### config.mk
export PLATFORM = sky130hd
export DESIGN_NAME = lzbd_ctrl
export DESIGN_NICKNAME = d
export VERILOG_FILES = /design/src/rtl/lzbd_pkg.sv /design/src/rtl/lzbd_ctrl.sv
export VERILOG_INCLUDE_DIRS = /design/src /design/src/rtl
export SDC_FILE = /design/constraint.sdc
export NUM_CORES = 1
export LEC_CHECK = 0
export ABC_CLOCK_PERIOD_IN_PS = 1200
export CAP_MARGIN = 20
export CORE_AREA = 2 2 39 41
export CTS_CLUSTER_SIZE = 14
export DETAILED_ROUTE_END_ITERATION = 8
export DIE_AREA = 0 0 41 43
export DONT_BUFFER_PORTS = 1
export GPL_ROUTABILITY_DRIVEN = 1
export GPL_TIMING_DRIVEN = 0
export MAX_ROUTING_LAYER = met4
export PLACE_DENSITY = 0.3
export SYNTH_ARGS = -nofsm -noshare
export SYNTH_HDL_FRONTEND = slang
export SYNTH_SLANG_ARGS = --single-unit
### constraint.sdc
create_clock -name clk -period 1.2 [get_ports clk]
set_input_delay 0 -clock clk [delete_from_list [all_inputs] [get_ports clk]]
set_output_delay 0 -clock clk [all_outputs]
set_load 0.1 [all_outputs]
### src/rtl/lzss_bitflag_decompressor_macros.svh
// Assertion helpers shared by the decoder modules.
`ifndef LZSS_BITFLAG_DECOMPRESSOR_MACROS_SVH
`define LZSS_BITFLAG_DECOMPRESSOR_MACROS_SVH

// Check a condition at every clock edge outside reset.
`define LZBD_ASSERT_NOW(lbl, cond, msg) \
  lbl: assert property (@(posedge clk) disable iff (rst) (cond)) else $error(msg);

// Check that a trigger is followed by a consequence in the next cycle.
`define LZBD_ASSERT_NEXT(lbl, ante, cons, msg) \
  lbl: assert property (@(posedge clk) disable iff (rst) (ante) |=> (cons)) else $error(msg);

`endif

### src/rtl/lzbd_pkg.sv
`timescale 1ns / 1ps
package lzbd_pkg;

  localparam int WINDOW_DEPTH_DEF = 8192;
  localparam int FLAG_BITS = 16;

  typedef enum logic [3:0] {
    PH_TYPE     = 4'd0,
    PH_KIND     = 4'd1,
    PH_INL_HI   = 4'd2,
    PH_INL_LO   = 4'd3,
    PH_LITERAL  = 4'd4,
    PH_INL_DIST = 4'd5,
    PH_FULL_LO  = 4'd6,
    PH_FULL_HI  = 4'd7,
    PH_EXTEND   = 4'd8,
    PH_DONE     = 4'd9
  } phase_t;

  typedef enum logic [1:0] {
    ACT_NONE,
    ACT_LIT,
    ACT_COPY,
    ACT_TERM
  } act_t;

  typedef enum logic [2:0] {
    ST_IDLE,
    ST_RD,
    ST_WR,
    ST_FLUSH
  } ctrl_state_t;

  typedef struct packed {
    logic [7:0] in_byte;
    logic       start_of_stream;
  } item_t;

  typedef struct packed {
    logic [7:0] out_byte_a;
    logic [7:0] out_byte_b;
    logic [7:0] out_byte_c;
    logic [7:0] out_byte_d;
    logic [2:0] valid_count;
    logic       last_of_run;
    logic       end_of_stream;
  } result_t;

  typedef struct packed {
    logic accept;
    logic rd;
    logic wr;
    logic flush;
  } ctrl_cmd_t;

  typedef struct packed {
    act_t act;
    logic last_byte;
    logic grp_full;
    logic left_zero;
    logic out_free;
  } ctrl_sts_t;

endpackage

### src/rtl/lzbd_ctrl.sv
`timescale 1ns / 1ps
`include "lzss_bitflag_decompressor_macros.svh"
module lzbd_ctrl
  import lzbd_pkg::*;
(
  input  logic       clk,
  input  logic       rst,
  input  logic       item_valid,
  output logic       item_stall,
  input  ctrl_sts_t  sts,
  output ctrl_cmd_t  cmd
);

  ctrl_state_t state, state_next;

  always_ff @(posedge clk) begin
    if (rst) begin
      state <= ST_IDLE;
    end else begin
      state <= state_next;
    end
  end

  // Accept, write each byte (a copy reads it first), flush groups up to four.
  always_comb begin
    state_next = state;
    cmd        = '0;
    item_stall = (state != ST_IDLE);
    case (state)
      ST_IDLE: begin
        if (item_valid) begin
          cmd.accept = 1'b1;
          case (sts.act)
            ACT_LIT:  state_next = ST_WR;
            ACT_COPY: state_next = ST_RD;
            ACT_TERM: state_next = ST_FLUSH;
            default:  state_next = ST_IDLE;
          endcase
        end
      end
      ST_RD: begin
        cmd.rd     = 1'b1;
        state_next = ST_WR;
      end
      ST_WR: begin
        cmd.wr = 1'b1;
        if (sts.grp_full || sts.last_byte) begin
          state_next = ST_FLUSH;
        end else begin
          state_next = ST_RD;
        end
      end
      ST_FLUSH: begin
        if (sts.out_free) begin
          cmd.flush  = 1'b1;
          state_next = sts.left_zero ? ST_IDLE : ST_RD;
        end
      end
      default: state_next = ST_IDLE;
    endcase
  end

  `LZBD_ASSERT_NEXT(a_full_flush, (state == ST_WR) && sts.grp_full, state == ST_FLUSH, "full group not flushed")
  `LZBD_ASSERT_NEXT(a_none_idle, cmd.accept && (sts.act == ACT_NONE), state == ST_IDLE, "idle item left idle state")
  `LZBD_ASSERT_NOW(a_flush_free, !cmd.flush || sts.out_free, "flush into busy output")

endmodule

* After elaboration in Yosys (flattened, before gate mapping)
Index checks and enable logic that the tools add are counted.
** Word-level totals
- Output and inout bits :: 5
- Logic and storage cells :: 25
- Register bits after elaboration :: 3
- Bits of input ports :: 9
** Cells by class
- Muxes and demuxes :: 12
- Eq/ne operators :: 8
- Reductions and logical operators :: 4
** Operator list (count)
- $pmux W3 S4 :: 1
- $mux W1 :: 7
- $eq A3 B2 Y1 const B :: 2
- $mux W3 :: 2
- $pmux W2 S3 :: 1
- $eq A2 B2 Y1 const B :: 2
- $ne A2 B2 Y1 const B :: 2
- $eq A3 B1 Y1 const B :: 1
- $logic_not A3 Y1 :: 1
- $reduce_bool A3 Y1 :: 1
- $eq A2 B1 Y1 const B :: 1
- $mux W2 :: 1
- $reduce_and A2 Y1 :: 1
- $logic_or A1 B1 Y1 :: 1

* Depth between registers and ports, before layout
- Word-level depth :: 4
- Depth in mapped cells :: 3

* Worst setup path after synthesis
Ideal clock, no wire load.
- Path type :: reg-to-output
- From :: reg state[1]
- To :: out cmd[3] in the netlist's numbering
- Stages on the path, launching flop included :: 3
- Path slack :: -1148 ps
- Path buffers :: 0
- Required time :: 1200 ps
- Data arrival time :: 2348 ps
- Cell sequence :: dfxtp_1 or2_1 nor2_1
** RTL lines
- start, declared :: line lzbd_ctrl.sv:14 : ctrl_state_t state, state_next;
- start signal, assigned :: line lzbd_ctrl.sv:20 : state <= state_next;
- end, declared :: line lzbd_ctrl.sv:11 : output ctrl_cmd_t cmd

==> metrics.txt <==
worst setup path endpoint cmd[3]; registers with the most flip-flops state: 2 flops; commonest non-fill, non-tap cell in the layout sky130_fd_sc_hd__dlygate4sd3_1; Synth Area in Compound Gates 0.295; fmax 685 MHz; fin cells 44; clock period minus final worst setup slack 1.46 ns; post-route total power 0.442 mW; multi-input gate area in the final layout 109 sq um; setup ws final -0.260 ns; endpoint of the worst register-to-register path state[1]$_SDFFE_PP0P_; endpoint arrival time on the critical path 1.46 ns; Nets 39; Pre-antenna DRT Iters 1; outcome complete, but fails checks; Gate Count Post-Synth 17; worst hold margin 0.0141 ns; Die Height 43 um; vias in the first global route 142; pwr/cell area 1610 nW/um^2; post-synthesis cell type count 13; initial antenna violation count 0; horizontal die dimension 41 um; remaining global-route overflow 0; share of layout cells above drive strength 1 0.536; Least-Margin Pin Slew 0.609 ns; start of the worst register-to-register path state[0]$_SDFFE_PP0P_; layout overhead on the synthesized area 110%; setup TNS after final layout -0.283 ns; clock tree from TritonCTS built; Core Area 1380 sq um; CP max-delay cell sky130_fd_sc_hd__nor2_4; die area 1760 sq um; worst-case clock buffer depth 2; Clock Skews 0.00151 ns; Residual DRC 0; Post-Synth XOR/XNOR Area 0; count of state elements after synthesis 2; Maximum Capacitance Violations 0; area taken by flip-flops and latches 47.5 sq um; Syn Nets 26; global-route wire length before repair 552 um; static leakage 0.110 nW; clock slew seen by the registers of the worst setup and hold paths 0.03 ns; path type of the worst setup path reg2out; IO Count 14; ratio of final minimum period to clock period 1.22; cell family with most CP delay simple AND/OR/NAND/NOR gates; worst slack at placement -0.437 ns; area after detailed placement 161 sq um; TritonCTS sink count 2; placed cells 33; total count of max-transition violations in the final report 0; number of warnings issued by yosys 0; multiplexer share of the synthesized area 0; critical path, cell by cell or2_4 > nor2_4; Finished Cell Area 275 sq um; longest individual stage delay on the worst path 0.52 ns; Total Routing Usage GR 0.0575; setup-violating endpoint count in the final report 3; wire per inst 9.80 um; endpoint kind of the worst setup timing path primary output; cell count along the critical path 2; Port Buffers 0; routability cong. 0.473; later-pin clock latency in the skew report 0.22 ns; clock root buffer master sky130_fd_sc_hd__clkbuf_4; filler cell count 156; total number of H-tree levels 1; Largest register FFs 2; number of vias per cell after detailed routing 3.98; Max rail drop VDD 459 uV; maximum number of pins on one net before global-route repair 7; number of buffers inserted during clock tree synthesis 3; number of hold-slack violations in the final timing report 0; worst rel slew slack 0.593; iteration-0 DRC count of the detailed router 0; dpl hpwl 277 um; fraction of the yosys area taken by sequential cells 0.305; wire length after detailed routing 431 um; largest register by flop count state; reg-to-reg slack, setup -0.02 ns; Worst setup startpoint state[1]$_SDFFE_PP0P_; sum of buffers and inverters on the critical path 0; adder and majority gate portion of the synthesized area 0; Antenna Cells 0; unrepaired setup endpoints after global routing true; mean area per synthesized cell 7.73 sq um; simple logic cell fraction of the synthesized area 0.371; total standard cell area after synthesis 131 sq um; routed vias 175; worst hold path class in2reg; largest family of logic cells by synthesized area simple AND/OR/NAND/NOR gates; Site Rows 14; top library cells by usage in the layout, fill and taps aside 5 x sky130_fd_sc_hd__dlygate4sd3_1, 4 x sky130_fd_sc_hd__nand2_1, 3 x sky130_fd_sc_hd__clkbuf_4, 3 x sky130_fd_sc_hd__buf_4, 2 x sky130_fd_sc_hd__dfxtp_4; Routed Antenna Nets 0; data required time of the critical path 1.20 ns; kind of start point of the critical path flip-flop; logic depth of the worst register-to-register path 4; violated checks negative setup slack; final core occ 0.199; critical-path maximum fanout 4; initial standard-cell utilization of the core 0.0949
-- area by class of cell --
| cell class | instances | area share |
|---|---|---|
| Sequential cell | 2 | 0.173 |
| Inverter | 1 | 0.0136 |
| Clock buffer | 3 | 0.0818 |
| Timing Repair Buffer | 8 | 0.264 |
| Multi-Input combinational cell | 14 | 0.395 |
| Tap cell | 16 | 0.0727 |
-- cells by family after synthesis --
| kind of cell | count (synthesis) |
|---|---|
| simple gates | 9 |
| compound gates | 5 |
| flops | 2 |
| buf+inv | 1 |
-- Yosys cell counts, drive strengths merged --
| library cell | n | area share |
|---|---|---|
| nor2b | 1 | 0.048 |
| or2 | 1 | 0.048 |
| inv | 1 | 0.029 |
| o21ai | 1 | 0.067 |
| dfxtp | 2 | 0.30 |
| a211oi | 1 | 0.057 |
| and3 | 1 | 0.057 |
| a2bb2oi | 1 | 0.067 |
| nand2 | 4 | 0.11 |
| nor2 | 1 | 0.029 |
| and2b | 1 | 0.076 |
| a21oi | 2 | 0.10 |
-- worst reg2reg max path, stage by stage, from the launching register on --
cell,delay (ns)
sky130_fd_sc_hd__dfxtp_4,0.33
sky130_fd_sc_hd__buf_4,0.13
sky130_fd_sc_hd__and2b_4,0.46
sky130_fd_sc_hd__o21ai_2,0.11
sky130_fd_sc_hd__a21oi_2,0.12
-- power breakdown --
group	total, mW	internal [mW]	switching (mW)
combinational	0.210	0.0547	0.155
clock	0.150	0.110	0.0396
sequential	0.0822	0.0744	0.00781
-- layer usage --
metal	track usage	part of all wire	vias to the layer above
met5	-	0	-
met4	0.0400	0	0
met3	0.0785	0.19	0
met2	0.0594	0.40	16
met1	0.0511	0.41	78
li1	-	-	81
-- worst min-delay path by stage --
stage,startpoint,endpoint,slack [ns],cells after the start
finish,sts[5],state[0]$_SDFFE_PP0P_,0.01,2
detailed placement,rst,state[1]$_SDFFE_PP0P_,0.06,1
CTS,sts[5],state[0]$_SDFFE_PP0P_,0.01,2
global placement,rst,state[1]$_SDFFE_PP0P_,0.06,1
floorplan,rst,state[1]$_SDFFE_PP0P_,0.06,1
global route,sts[5],state[0]$_SDFFE_PP0P_,0.03,2
-- what timing repair did --
| item | in CTS | in global routing |
|---|---|---|
| pin swaps | 2 | 3 |
| gates resized for setup | 4 | 4 |
| hold buffers | 5 | 0 |
| hold endpoints to repair | 2 | 0 |
| endpoints found under the setup margin | 4 | 4 |
| setup buffers | 1 | 2 |
(Power assumes the default switching activity.)
